--- config.mk ---
export PLATFORM = sky130hd
export DESIGN_NAME = debounced_toggle_light_with_beep_timer_top
export DESIGN_NICKNAME = d
export VERILOG_FILES = /design/src/dtl_pkg.sv /design/src/debounced_toggle_light_with_beep_timer_top.sv /design/src/dtl_core.sv
export SDC_FILE = /design/constraint.sdc
export NUM_CORES = 1
export LEC_CHECK = 0
export BUFFER_PORTS_ARGS = -buffer_cell sky130_fd_sc_hd__clkbuf_2
export CAP_MARGIN = 20
export CORE_ASPECT_RATIO = 1.2
export CORE_MARGIN = 2
export CORE_UTILIZATION = 45
export CTS_CLUSTER_SIZE = 30
export DETAILED_ROUTE_END_ITERATION = 8
export PLACE_DENSITY_LB_ADDON = 0.25
export SYNTH_ARGS = -nofsm -noshare
export SYNTH_HDL_FRONTEND = slang
export SYNTH_SLANG_ARGS = --single-unit
--- constraint.sdc ---
create_clock -name clk_i -period 17.14 [get_ports clk_i]
set_clock_uncertainty 0.1 [all_clocks]
set_input_delay 2.571 -clock clk_i [delete_from_list [all_inputs] [get_ports clk_i]]
set_output_delay 2.571 -clock clk_i [all_outputs]
set_load 0.01 [all_outputs]
--- src/dtl_pkg.sv ---
// ----------------------------------------------------------------------------
// dtl_pkg
// Shared types and constants for the debounced toggle light with beep timer.
// ----------------------------------------------------------------------------
package dtl_pkg;

  localparam int unsigned DebW      = 16;
  localparam int unsigned BuzzW     = 16;
  localparam int unsigned IntervalW = 24;
  localparam int unsigned DriveW    = 8;
  localparam int unsigned CfgIdxW   = 8;
  localparam int unsigned CfgDataW  = 32;
  localparam int unsigned InDataW   = 8;
  localparam int unsigned OutDataW  = 16;

  localparam logic [DebW-1:0]      DebounceRst = DebW'(50);
  localparam logic [BuzzW-1:0]     BuzzRst     = BuzzW'(250);
  localparam logic [IntervalW-1:0] IntervalRst = IntervalW'(180 * 1000);
  localparam logic [DriveW-1:0]    DriveRst    = DriveW'(150);

  typedef enum logic [CfgIdxW-1:0] {
    REG_DEBOUNCE = 8'd0,
    REG_BUZZ     = 8'd1,
    REG_INTERVAL = 8'd2,
    REG_DRIVE    = 8'd3
  } reg_idx_e;

  typedef struct packed {
    logic [DebW-1:0]      debounce_ticks;
    logic [BuzzW-1:0]     buzz_ticks;
    logic [IntervalW-1:0] beep_interval_ticks;
    logic [DriveW-1:0]    buzzer_drive;
  } cfg_t;

  typedef struct packed {
    logic              stable_switch;
    logic [DriveW-1:0] buzzer_level;
    logic              light_on;
  } result_t;

endpackage

--- src/debounced_toggle_light_with_beep_timer_top.sv ---
// ----------------------------------------------------------------------------
// debounced_toggle_light_with_beep_timer_top
// Debounced push-button light toggle with repeating beep, one tick per item.
// ----------------------------------------------------------------------------
// The result of an accepted tick is computed combinationally and captured in the output register.
// Throughput: one tick per cycle while the output is not stalled; the tick state updates on each accepted tick.
// The input is ready whenever the output register is empty or being drained.
// Reset (async, active low) clears all tick state, empties the output
// register and loads the configuration registers with their defaults.
module debounced_toggle_light_with_beep_timer_top (
  input  logic                          clk_i,
  input  logic                          rst_ni,
  // tdata: [0] switch_level, rest zero
  input  logic                          s_axis_tvalid,
  output logic                          s_axis_tready,
  input  logic [dtl_pkg::InDataW-1:0]   s_axis_tdata,
  // tdata: [0] light_on, [8:1] buzzer_level, [9] stable_switch, rest zero
  output logic                          m_axis_tvalid,
  input  logic                          m_axis_tready,
  output logic [dtl_pkg::OutDataW-1:0]  m_axis_tdata,
  input  logic                          cfg_valid_i,
  output logic                          cfg_ready_o,
  input  logic [dtl_pkg::CfgIdxW-1:0]   cfg_index_i,
  input  logic [dtl_pkg::CfgDataW-1:0]  cfg_data_i
);
  import dtl_pkg::*;

  cfg_t    cfg_q;
  result_t result;
  result_t res_q;
  logic    out_valid_q;
  logic    step;

  assign cfg_ready_o   = 1'b1;
  assign s_axis_tready = !out_valid_q || m_axis_tready;
  assign step          = s_axis_tvalid && s_axis_tready;

  always_ff @(posedge clk_i or negedge rst_ni) begin
    if (!rst_ni) begin
      cfg_q.debounce_ticks      <= DebounceRst;
      cfg_q.buzz_ticks          <= BuzzRst;
      cfg_q.beep_interval_ticks <= IntervalRst;
      cfg_q.buzzer_drive        <= DriveRst;
    end else if (cfg_valid_i) begin
      unique case (reg_idx_e'(cfg_index_i))
        REG_DEBOUNCE: cfg_q.debounce_ticks      <= cfg_data_i[DebW-1:0];
        REG_BUZZ:     cfg_q.buzz_ticks          <= cfg_data_i[BuzzW-1:0];
        REG_INTERVAL: cfg_q.beep_interval_ticks <= cfg_data_i[IntervalW-1:0];
        REG_DRIVE:    cfg_q.buzzer_drive        <= cfg_data_i[DriveW-1:0];
        default: ;
      endcase
    end
  end

  dtl_core u_core (
    .clk_i    (clk_i),
    .rst_ni   (rst_ni),
    .step_i   (step),
    .level_i  (s_axis_tdata[0]),
    .cfg_i    (cfg_q),
    .result_o (result)
  );

  always_ff @(posedge clk_i or negedge rst_ni) begin
    if (!rst_ni) begin
      out_valid_q <= 1'b0;
    end else if (s_axis_tready) begin
      out_valid_q <= s_axis_tvalid;
    end
  end

  always_ff @(posedge clk_i) begin
    if (step) begin
      res_q <= result;
    end
  end

  assign m_axis_tvalid = out_valid_q;
  assign m_axis_tdata  = {{(OutDataW - $bits(result_t)){1'b0}}, res_q};

endmodule

--- src/dtl_core.sv ---
// ----------------------------------------------------------------------------
// dtl_core
// Tick state: debouncer, light toggle, interval timer and buzzer timer.
// ----------------------------------------------------------------------------
module dtl_core (
  input  logic            clk_i,
  input  logic            rst_ni,
  input  logic            step_i,
  input  logic            level_i,
  input  dtl_pkg::cfg_t   cfg_i,
  output dtl_pkg::result_t result_o
);
  import dtl_pkg::*;

  logic                 dl_q, dl_d;
  logic                 dr_q, dr_d;
  logic [DebW-1:0]      de_q, de_d;
  logic                 light_q, light_d;
  logic [IntervalW-1:0] ie_q, ie_d;
  logic                 br_q, br_d;
  logic [BuzzW-1:0]     be_q, be_d;
  logic                 accepted;

  always_comb begin
    // counters advance first, saturating
    be_d = (br_q && (be_q != '1)) ? be_q + BuzzW'(1) : be_q;
    ie_d = (light_q && (ie_q != '1)) ? ie_q + IntervalW'(1) : ie_q;
    de_d = (dr_q && (de_q != '1)) ? de_q + DebW'(1) : de_q;
    dl_d = dl_q;
    dr_d = dr_q;
    light_d = light_q;
    br_d = br_q;
    accepted = 1'b0;

    if (level_i != dl_q) begin
      if (!dr_q) begin
        dr_d = 1'b1;
        de_d = '0;
      end else if (de_d >= cfg_i.debounce_ticks) begin
        dr_d = 1'b0;
        dl_d = level_i;
        accepted = 1'b1;
      end
    end else begin
      dr_d = 1'b0;
    end

    if (accepted && level_i) begin
      light_d = !light_q;
      if (!light_q) begin
        br_d = 1'b1;
        be_d = '0;
        ie_d = '0;
      end
    end

    if (light_d && (ie_d >= cfg_i.beep_interval_ticks)) begin
      ie_d = '0;
      br_d = 1'b1;
      be_d = '0;
    end

    if (br_d && (be_d >= cfg_i.buzz_ticks)) begin
      br_d = 1'b0;
    end

    result_o.light_on      = light_d;
    result_o.buzzer_level  = br_d ? cfg_i.buzzer_drive : '0;
    result_o.stable_switch = dl_d;
  end

  always_ff @(posedge clk_i or negedge rst_ni) begin
    if (!rst_ni) begin
      dl_q    <= 1'b0;
      dr_q    <= 1'b0;
      de_q    <= '0;
      light_q <= 1'b0;
      ie_q    <= '0;
      br_q    <= 1'b0;
      be_q    <= '0;
    end else if (step_i) begin
      dl_q    <= dl_d;
      dr_q    <= dr_d;
      de_q    <= de_d;
      light_q <= light_d;
      ie_q    <= ie_d;
      br_q    <= br_d;
      be_q    <= be_d;
    end
  end

`ifndef ASSERT_OFF
  a_level_only_on_step: assert property (@(posedge clk_i) disable iff (!rst_ni)
    !step_i |=> $stable(dl_q) && $stable(light_q))
    else $error("debounced level or light moved without a tick");

  a_accept_needs_check: assert property (@(posedge clk_i) disable iff (!rst_ni)
    step_i && (dl_d != dl_q) |-> dr_q && !dr_d)
    else $error("level accepted without a running debounce check");

  a_light_on_restarts_interval: assert property (@(posedge clk_i) disable iff (!rst_ni)
    $rose(light_q) |-> (ie_q == '0))
    else $error("interval count not restarted when light turned on");

  a_toggle_needs_press: assert property (@(posedge clk_i) disable iff (!rst_ni)
    step_i && (light_d != light_q) |-> accepted && level_i)
    else $error("light toggled without an accepted press");
`endif

endmodule
==> impl_metrics.ini, run 1 <==
[clocking]
cts_hold_buf = 0
cts.path.max_buffers = 2
root_buffer = clkbuf_16
cts_tree = built
h-tree-depth = 4
post_cts_resized = 0
path_clk_slew_ns = 0.06
postCtsSetupBuffers = 0
cts_inserted_buffers = 17
insertion_delay_ns = 0.42
cts.sinks = 135

[yosys]
synth_cell_types = 68
synth-edff-count = 10
yosysSeqAreaShare_pct = 40.5
synth.avg_cell_area_um2 = 9.42
yosys.area.top_type = dfrtp_1
netlist_area_um2 = 8540
synth_cells = 907
synth-seq-cells = 135
synth_top_area_share_pct = 30.2
synthFlopType = dfrtp_1
async_reset_ff_share_pct = 92.6
yosysWarnings = 0
synth.area.top_cells = dfrtp_1 30%, ha_1 8.6%, dfstp_2 6.8%

[status]
status = finished clean

[critical_path]
critical-path-slowest-cell = and3_1
cp-end-kind = flip-flop
crit_arrival_ns = 8.52
r2r_slack_ns = 8.80
cpPeakStageDelay_ns = 0.82
worst_r2r_path_depth = 30
start_kind = flip-flop
critPathKind = flip-flop to flip-flop
cp.required_ns = 17.33
worstPathMaxFanout = 23

[pwr]
vdd_drop_max_v = 0.0000750
powerDensity_nw_per_um2 = 94.3
total_power_mw = 0.898
p_leak_nw = 4.27

[layout]
final_cell_mix = 103 x dfrtp_1, 96 x nand2_1, 93 x nor2_1
layout-drive-gt1-share_pct = 22.5
nFillCells = 1778
finish.utilization_pct = 50.8
antenna_cells = 0
area_growth_pct = 11.4
final_common_cell = dfrtp_1
final_area_um2 = 9520
nets = 1056

[flow_run]
drv_cap = 0

[routing]
via_per_inst = 5.18
first_pass_iters = 5
drc_errors = 0
wl_per_cell_um = 15.1
routed_wl_um = 18400
vias = 6284
drt_iter0_drc = 289
antenna_left = 0

[min_path]
hp-class = flip-flop to flip-flop
min_path_cells = 1

[grt]
overflow = 0
grt_max_degree = 66
grt_first_pass_wirelength_um = 30700
grt.met1_usage_pct = 24.9
grtUsageMet3_pct = 4.16
top_usage_layer = met2
grt_pass1_vias = 6232
antenna_found_initial = 0
grt_usage_pct = 19.6
gr-usage-met2_pct = 32.7

[sta]
tightestPinTransition_ns = 1.04
period_needed_ns = 8.34
setup_violations = 0
drv_slew = 0
fmax_mhz = 120
tns_ns = 0
period_share_pct = 48.6
setup_slack_ns = 8.80
hold_viol = 0
grt_setup_unrepaired = false
slew_headroom_pct = 30.2

[place]
portBuffers = 49
place_area_um2 = 8940
dpl_worst_slack_ns = 8.50
dp_hpwl_um = 13300
gp_congestion = 0.837

[die]
start_util_pct = 45.6
die_y_um = 155
coreArea_um2 = 18700
die-area_um2 = 20100
std_cell_rows = 55
fp.dieW_um = 130
pin_count = 72
flip-flops by register name, summed over array words and instances, names as in the netlist, 10 cells and up:
name / flops
cfg_q: 64
u_core.ie_q: 24
u_core.be_q: 16
u_core.de_q: 16
m_axis_tdata: 10
cells in the mapped netlist, types with 20 or more instances:
library cell,n
nand4_1,20
dfrtp_1,103
mux2_2,51
ha_1,59
nand2_1,96
xor2_1,37
o21ai_0,47
dfstp_2,22
nor2_2,27
inv_1,63
a21oi_1,27
xnor2_1,46
nor2_1,93
nand3_1,38
power breakdown:
group / switching, mW / internal, mW
combinational: 0.115 / 0.0643
clock: 0.139 / 0.216
sequential: 0.0188 / 0.344
layer usage:
| metal | vias up | wire length, um |
|---|---|---|
| li1 | 3142 | - |
| met1 | 3022 | 8360 |
| met2 | 90 | 9080 |
| met3 | 30 | 480 |
| met4 | 0 | 439 |
| met5 | - | 0 |
kinds of logic after synthesis:
group	share of synthesized area [%]
compound gates	9.11
xor+xnor	8.51
fa+ha+maj	8.64
buf+inv	5.44
flops	40.5
mux	7.08
other cells	0.0879
simple gates	20.7
through the flow:
stage	hold slack, ns	std cells
after floorplan	0.371	912
after global placement	0.379	1181
after detailed placement	0.386	1181
after CTS	0.398	1213
after global routing	0.407	1213
final	0.397	1213
final timing paths:
| kind | start | end |
|---|---|---|
| max | u_core.de_q[4]$_DFFE_PN0P_ | m_axis_tdata[1]$_SDFFCE_PN0P_ |
| min | cfg_q[5]$_DFFE_PN0P_ | cfg_q[5]$_DFFE_PN0P_ |
| max reg2reg | u_core.de_q[4]$_DFFE_PN0P_ | m_axis_tdata[1]$_SDFFCE_PN0P_ |
| min reg2reg | cfg_q[5]$_DFFE_PN0P_ | cfg_q[5]$_DFFE_PN0P_ |
| max in group asynchronous | rst_ni | cfg_q[47]$_DFFE_PN0P_ |
| min in group asynchronous | rst_ni | u_core.ie_q[5]$_DFFE_PN0P_ |
critical path, delay by kind of cell (launching register included):
family | cells | cell delay, ns
XOR/XNOR | 1 | 0.18
adder cells (fa/ha/maj) | 3 | 0.95
AND/OR/NAND/NOR | 16 | 4.40
AO/OA/AOI/OAI | 10 | 2.10
flip-flops | 1 | 0.47
final cells by class:
type / count / area, um2 / share of cell area, %
inverters: 63 / 236 / 2.48
well taps: 256 / 320 / 3.37
clock buffers: 23 / 488 / 5.13
repair buffers: 54 / 285 / 3.00
multi-input cells: 673 / 4640 / 48.7
clock inverters: 9 / 92.6 / 0.973
flip-flops and latches: 135 / 3460 / 36.3
(Power assumes the default switching activity.)
==> run 2: changes to the inputs <==
==> constraint.sdc (replaced) <==
create_clock -name clk_i -period 7.5 [get_ports clk_i]
set_clock_uncertainty 0.1 [all_clocks]
set_input_delay 1.125 -clock clk_i [delete_from_list [all_inputs] [get_ports clk_i]]
set_output_delay 1.125 -clock clk_i [all_outputs]
set_load 0.01 [all_outputs]
==> impl_metrics.ini, run 2 (synthesis gave the netlist of run 1 again) <==
[status]
status = finished clean

[clocking]
h-tree-depth = 4
insertion_delay_ns = 0.42
path_clk_slew_ns = 0.06
cts.sinks = 135
cts_tree = built
cts_inserted_buffers = 17
root_buffer = clkbuf_16
cts.path.max_buffers = 2

[critical_path]
cpPeakStageDelay_ns = 0.64
critPathKind = flip-flop to flip-flop
crit_start = u_core.de_q[4]$_DFFE_PN0P_
rr_startpoint = u_core.de_q[4]$_DFFE_PN0P_
start_kind = flip-flop
worstPathMaxFanout = 17
crit_arrival_ns = 7.24
critical-path-slowest-cell = or4_1
cp.required_ns = 7.69
cp-end-kind = flip-flop
path_common_cell = nor2_1

[routing]
wl_per_cell_um = 15.2
antenna_left = 0
vias = 6382
via_per_inst = 5.22
drc_errors = 0
drt_iter0_drc = 276
first_pass_iters = 5
routed_wl_um = 18600

[layout]
area_growth_pct = 12.2
nFillCells = 1798
finish.utilization_pct = 51.2
reg.largest.list = cfg_q: 64 flops, u_core.ie_q: 24 flops
regMostFlops = cfg_q
final_common_cell = dfrtp_1
antenna_cells = 0
finalNonFillerCells = 1222
layout-drive-gt1-share_pct = 23.1
nets = 1065
final_cell_mix = 103 x dfrtp_1, 96 x nand2_1, 93 x nor2_1
largest_register_ffs = 64

[die]
coreArea_um2 = 18700
pin_count = 72
die-area_um2 = 20100
die_y_um = 155
start_util_pct = 45.6
std_cell_rows = 55
fp.dieW_um = 130

[flow_run]
drv_cap = 0

[sta]
tightestPinTransition_ns = 1.05
setup_violations = 0
drv_slew = 0
worst_hold_slack_ns = 0.397
period_needed_ns = 7.05
fmax_mhz = 142
slew_headroom_pct = 29.7
period_share_pct = 94.0
hold_viol = 0

[grt]
antenna_found_initial = 0
grt_first_pass_wirelength_um = 31000
grt_pass1_vias = 6289
grt_usage_pct = 19.7
grt_max_degree = 73
overflow = 0

[min_path]
hp-class = flip-flop to flip-flop
hold_start = cfg_q[3]$_DFFE_PN0P_

[pwr]
p_leak_nw = 4.31
vdd_drop_max_v = 0.000150
powerDensity_nw_per_um2 = 215
total_power_mw = 2.06

[place]
portBuffers = 49
dp_hpwl_um = 13200
gp_congestion = 0.814
numPlacedInstances = 1187
[run 2: cell type report]
class	count	area (um2)	area share [%]
Clock buffer	21	440	4.60
Sequential cell	135	3460	36.1
Multi-Input combinational cell	673	4670	48.7
Tap cell	256	320	3.34
Clock inverter	11	108	1.12
Timing Repair Buffer	63	353	3.68
Inverter	63	236	2.47
[run 2: path summary, 6_finish.rpt]
| check | to | slack, ns | depth (start not counted) |
|---|---|---|---|
| setup / recovery | m_axis_tdata[3]$_SDFFCE_PN0P_ | 0.45 | 32 |
| hold / removal | cfg_q[3]$_DFFE_PN0P_ | 0.40 | 1 |
| setup reg to reg | m_axis_tdata[3]$_SDFFCE_PN0P_ | 0.45 | 32 |
| hold reg to reg | cfg_q[3]$_DFFE_PN0P_ | 0.40 | 1 |
| max in group asynchronous | u_core.ie_q[10]$_DFFE_PN0P_ | 5.29 | 2 |
| min in group asynchronous | u_core.ie_q[5]$_DFFE_PN0P_ | 0.75 | 1 |
[run 2: power breakdown]
| group | internal [mW] | total (mW) | switching (mW) |
|---|---|---|---|
| combinational | 0.174 | 0.443 | 0.269 |
| clock | 0.483 | 0.792 | 0.309 |
| sequential | 0.787 | 0.830 | 0.0427 |
| total | 1.44 | 2.06 | 0.621 |
[run 2: critical path, delay by kind of cell (launching register included)]
family / cells / cell delay, ns
buffers and inverters: 3 / 0.61
DFF: 1 / 0.46
AOI/OAI and AO/OA: 9 / 1.58
xor gates and xnor gates: 1 / 0.18
adders and majority gates: 3 / 0.90
and+or+nand+nor: 16 / 3.09
[run 2: per-stage QoR]
stage	TNS, ns	instance area, um2	setup slack (ns)
2_1_floorplan	0	8560	0.994
3_3_place_gp	0	8980	0.332
3_5_place_dp	0	8980	0.239
4_1_cts	0	9530	0.202
5_1_grt	-0.379	9580	-0.0674
6_report	0	9580	0.447
[run 2: layer usage]
metal	vias to the layer above	track usage (%)	wire [um]
met5	-	0	0
met3	32	2.99	410
li1	3163	-	-
met2	91	33.2	9340
met4	0	7.94	546
met1	3096	25.1	8310
[run 2: what timing repair did]
action                                  4_1_cts  5_1_grt
endpoints found under the hold margin         0        0
buffers inserted                              0        3
gates resized for setup                       0        6
hold buffers                                  0        0
endpoints found under the setup margin        0        8
==> run 3: changes to the inputs <==
--- a/config.mk
+++ b/config.mk
@@ -5,11 +5,13 @@
 export SDC_FILE = /design/constraint.sdc
 export NUM_CORES = 1
 export LEC_CHECK = 0
+export ABC_AREA = 1
 export BUFFER_PORTS_ARGS = -buffer_cell sky130_fd_sc_hd__clkbuf_2
 export CAP_MARGIN = 20
 export CORE_ASPECT_RATIO = 1.2
 export CORE_MARGIN = 2
 export CORE_UTILIZATION = 45
+export CTS_CLUSTER_DIAMETER = 40
 export CTS_CLUSTER_SIZE = 30
 export DETAILED_ROUTE_END_ITERATION = 8
 export PLACE_DENSITY_LB_ADDON = 0.25
==> impl_metrics.ini, run 3 <==
[sta]
fmax_mhz = 155
slew_headroom_pct = 29.9
period_needed_ns = 6.45
setup_slack_ns = 1.05
setup_violations = 0
hold_viol = 0
period_share_pct = 86.0
worst_hold_slack_ns = 0.371
grt_setup_unrepaired = false
tns_ns = 0
tightestPinTransition_ns = 1.05
drv_slew = 0

[place]
numPlacedInstances = 1472
place_area_um2 = 9400
portBuffers = 49
gp_congestion = 0.880
dp_hpwl_um = 14800
dpl_worst_slack_ns = 1.10

[clocking]
root_buffer = clkbuf_16
cts_hold_buf = 0
cts_tree = built
cts.sinks = 135
h-tree-depth = 4
post_cts_resized = 0
path_clk_slew_ns = 0.07
cts_inserted_buffers = 17
cts.path.max_buffers = 2
insertion_delay_ns = 0.43
postCtsSetupBuffers = 0

[yosys]
synth_fa_ha_area_share_pct = 8.18
synth_top_area_share_pct = 28.6
synth_cells = 1192
synth_common_cells = 302 x nand2_1, 203 x inv_1, 103 x dfrtp_1
async_reset_ff_share_pct = 92.6
synthMuxAreaShare_pct = 0
synth_top_family_by_area = simple AND/OR/NAND/NOR gates
synth_cell_types = 51
synth_xor_area_share_pct = 3.88
synth_compound_area_share_pct = 11.7
yosysMostFrequentCell = nand2_1
yosysWarnings = 0
synth-edff-count = 10
synthFlopType = dfrtp_1
netlist_area_um2 = 9020
yosysSeqAreaShare_pct = 38.3
synthSimpleGateAreaFrac_pct = 25.9
synth-seq-cells = 135
synth.area.top_cells = dfrtp_1 29%, nand2_1 13%, inv_1 8.4%
yosys.area.top_type = dfrtp_1
synth.avg_cell_area_um2 = 7.57

[critical_path]
worst-path-buf-inv = 7
path_common_cell = nand2_1
r2r_slack_ns = 1.05
rr_startpoint = u_core.de_q[1]$_DFFE_PN0P_
crit_family = simple AND/OR/NAND/NOR gates
cp-end-kind = flip-flop
cp.required_ns = 7.68
crit_start = u_core.de_q[1]$_DFFE_PN0P_
critical-path-slowest-cell = dfrtp_1
crit_arrival_ns = 6.63
start_kind = flip-flop
worstPathMaxFanout = 31
critPathKind = flip-flop to flip-flop
cpPeakStageDelay_ns = 0.41

[pwr]
p_sw_share_pct = 41.1
total_power_mw = 2.88
intPower_mw = 1.69
p_switching_mw = 1.18
vdd_drop_max_v = 0.000169
p_leak_nw = 4.91
clkPwrFrac_pct = 28.2
powerDensity_nw_per_um2 = 289
pwr-share-seq_pct = 33.5
pwr-share-comb_pct = 38.3

[layout]
largest_register_ffs = 64
antenna_cells = 0
layout-drive-gt1-share_pct = 15.5
final_common_cell = nand2_1
nets = 1342
reg.largest.list = cfg_q: 64 flops, u_core.ie_q: 24 flops
regMostFlops = cfg_q
area_growth_pct = 10.4
final_area_um2 = 9960
nFillCells = 1983
finalNonFillerCells = 1504
finish.utilization_pct = 50.8
final_cell_mix = 301 x nand2_1, 203 x inv_1, 103 x dfrtp_1

[flow_run]
drv_cap = 0

[grt]
grt_pass1_vias = 7284
overflow = 0
grt_max_degree = 73
grt_first_pass_wirelength_um = 35100
antenna_found_initial = 0
grt_usage_pct = 20.5

[routing]
vias = 7373
drt_iter0_drc = 406
antenna_left = 0
routed_wl_um = 20400
drc_errors = 0
wl_per_cell_um = 13.5
via_per_inst = 4.90
first_pass_iters = 5

[die]
fp.dieW_um = 133
std_cell_rows = 56
die-area_um2 = 21200
coreArea_um2 = 19600
start_util_pct = 46.0
die_y_um = 159
pin_count = 72

[min_path]
hold_start = cfg_q[23]$_DFFE_PN1P_
hp-class = flip-flop to flip-flop

[status]
status = finished clean
==> run 3: metal layers <==
layer	vias up	track usage (%)	part of all wire (%)
li1	3842	-	-
met1	3410	26.3	46
met2	98	35.1	49
met3	23	3.57	2.8
met4	0	6.29	1.7
met5	-	0	0
==> run 3: area by class of cell <==
class	count	area, um2	share of cell area [%]
clock buffer	17	425	4.27
clock inverter	15	134	1.34
inverter	217	820	8.23
multi-input combinational	804	4500	45.2
sequential	135	3460	34.7
tap	261	327	3.28
timing repair buffer	55	293	2.94
==> run 3: worst paths after layout <==
path / to / depth (start not counted)
worst min-delay path: cfg_q[23]$_DFFE_PN1P_ / 2
worst min register to register: cfg_q[23]$_DFFE_PN1P_ / 2
worst max register to register: m_axis_tdata[8]$_SDFFCE_PN0P_ / 43
worst max-delay path: m_axis_tdata[8]$_SDFFCE_PN0P_ / 43
max in group asynchronous: u_core.be_q[7]$_DFFE_PN0P_ / 2
min in group asynchronous: u_core.de_q[15]$_DFFE_PN0P_ / 1
==> run 3: worst register-to-register path: cells and delay by family, from the launching register on <==
kind                     cells  cell delay, ns
AO/OA/AOI/OAI                7            1.04
AND/OR/NAND/NOR             25            2.91
flip-flops                   1            0.41
buffers and inverters        7            0.81
adder cells (fa/ha/maj)      4            1.04
==> run 3: power by group through the flow <==
stage | Sequential, mW | Clock (mW) | Combinational, mW
finish | 0.964 | 0.810 | 1.10
detailed placement | 0.974 | 0 | 1.11
global route | 0.982 | 0.856 | 1.29
CTS | 0.963 | 0.827 | 1.12
floorplan | 0.952 | 0 | 0.873
global placement | 0.973 | 0 | 1.08
==> run 3: cells by family (layout without fill, tap and decap cells) <==
family	count (synthesis)	after routing
compound gates	184	184
xor+xnor	40	40
fa+ha+maj	59	59
buf+inv	258	304
flops	135	135
other cells	2	7
simple gates	514	514
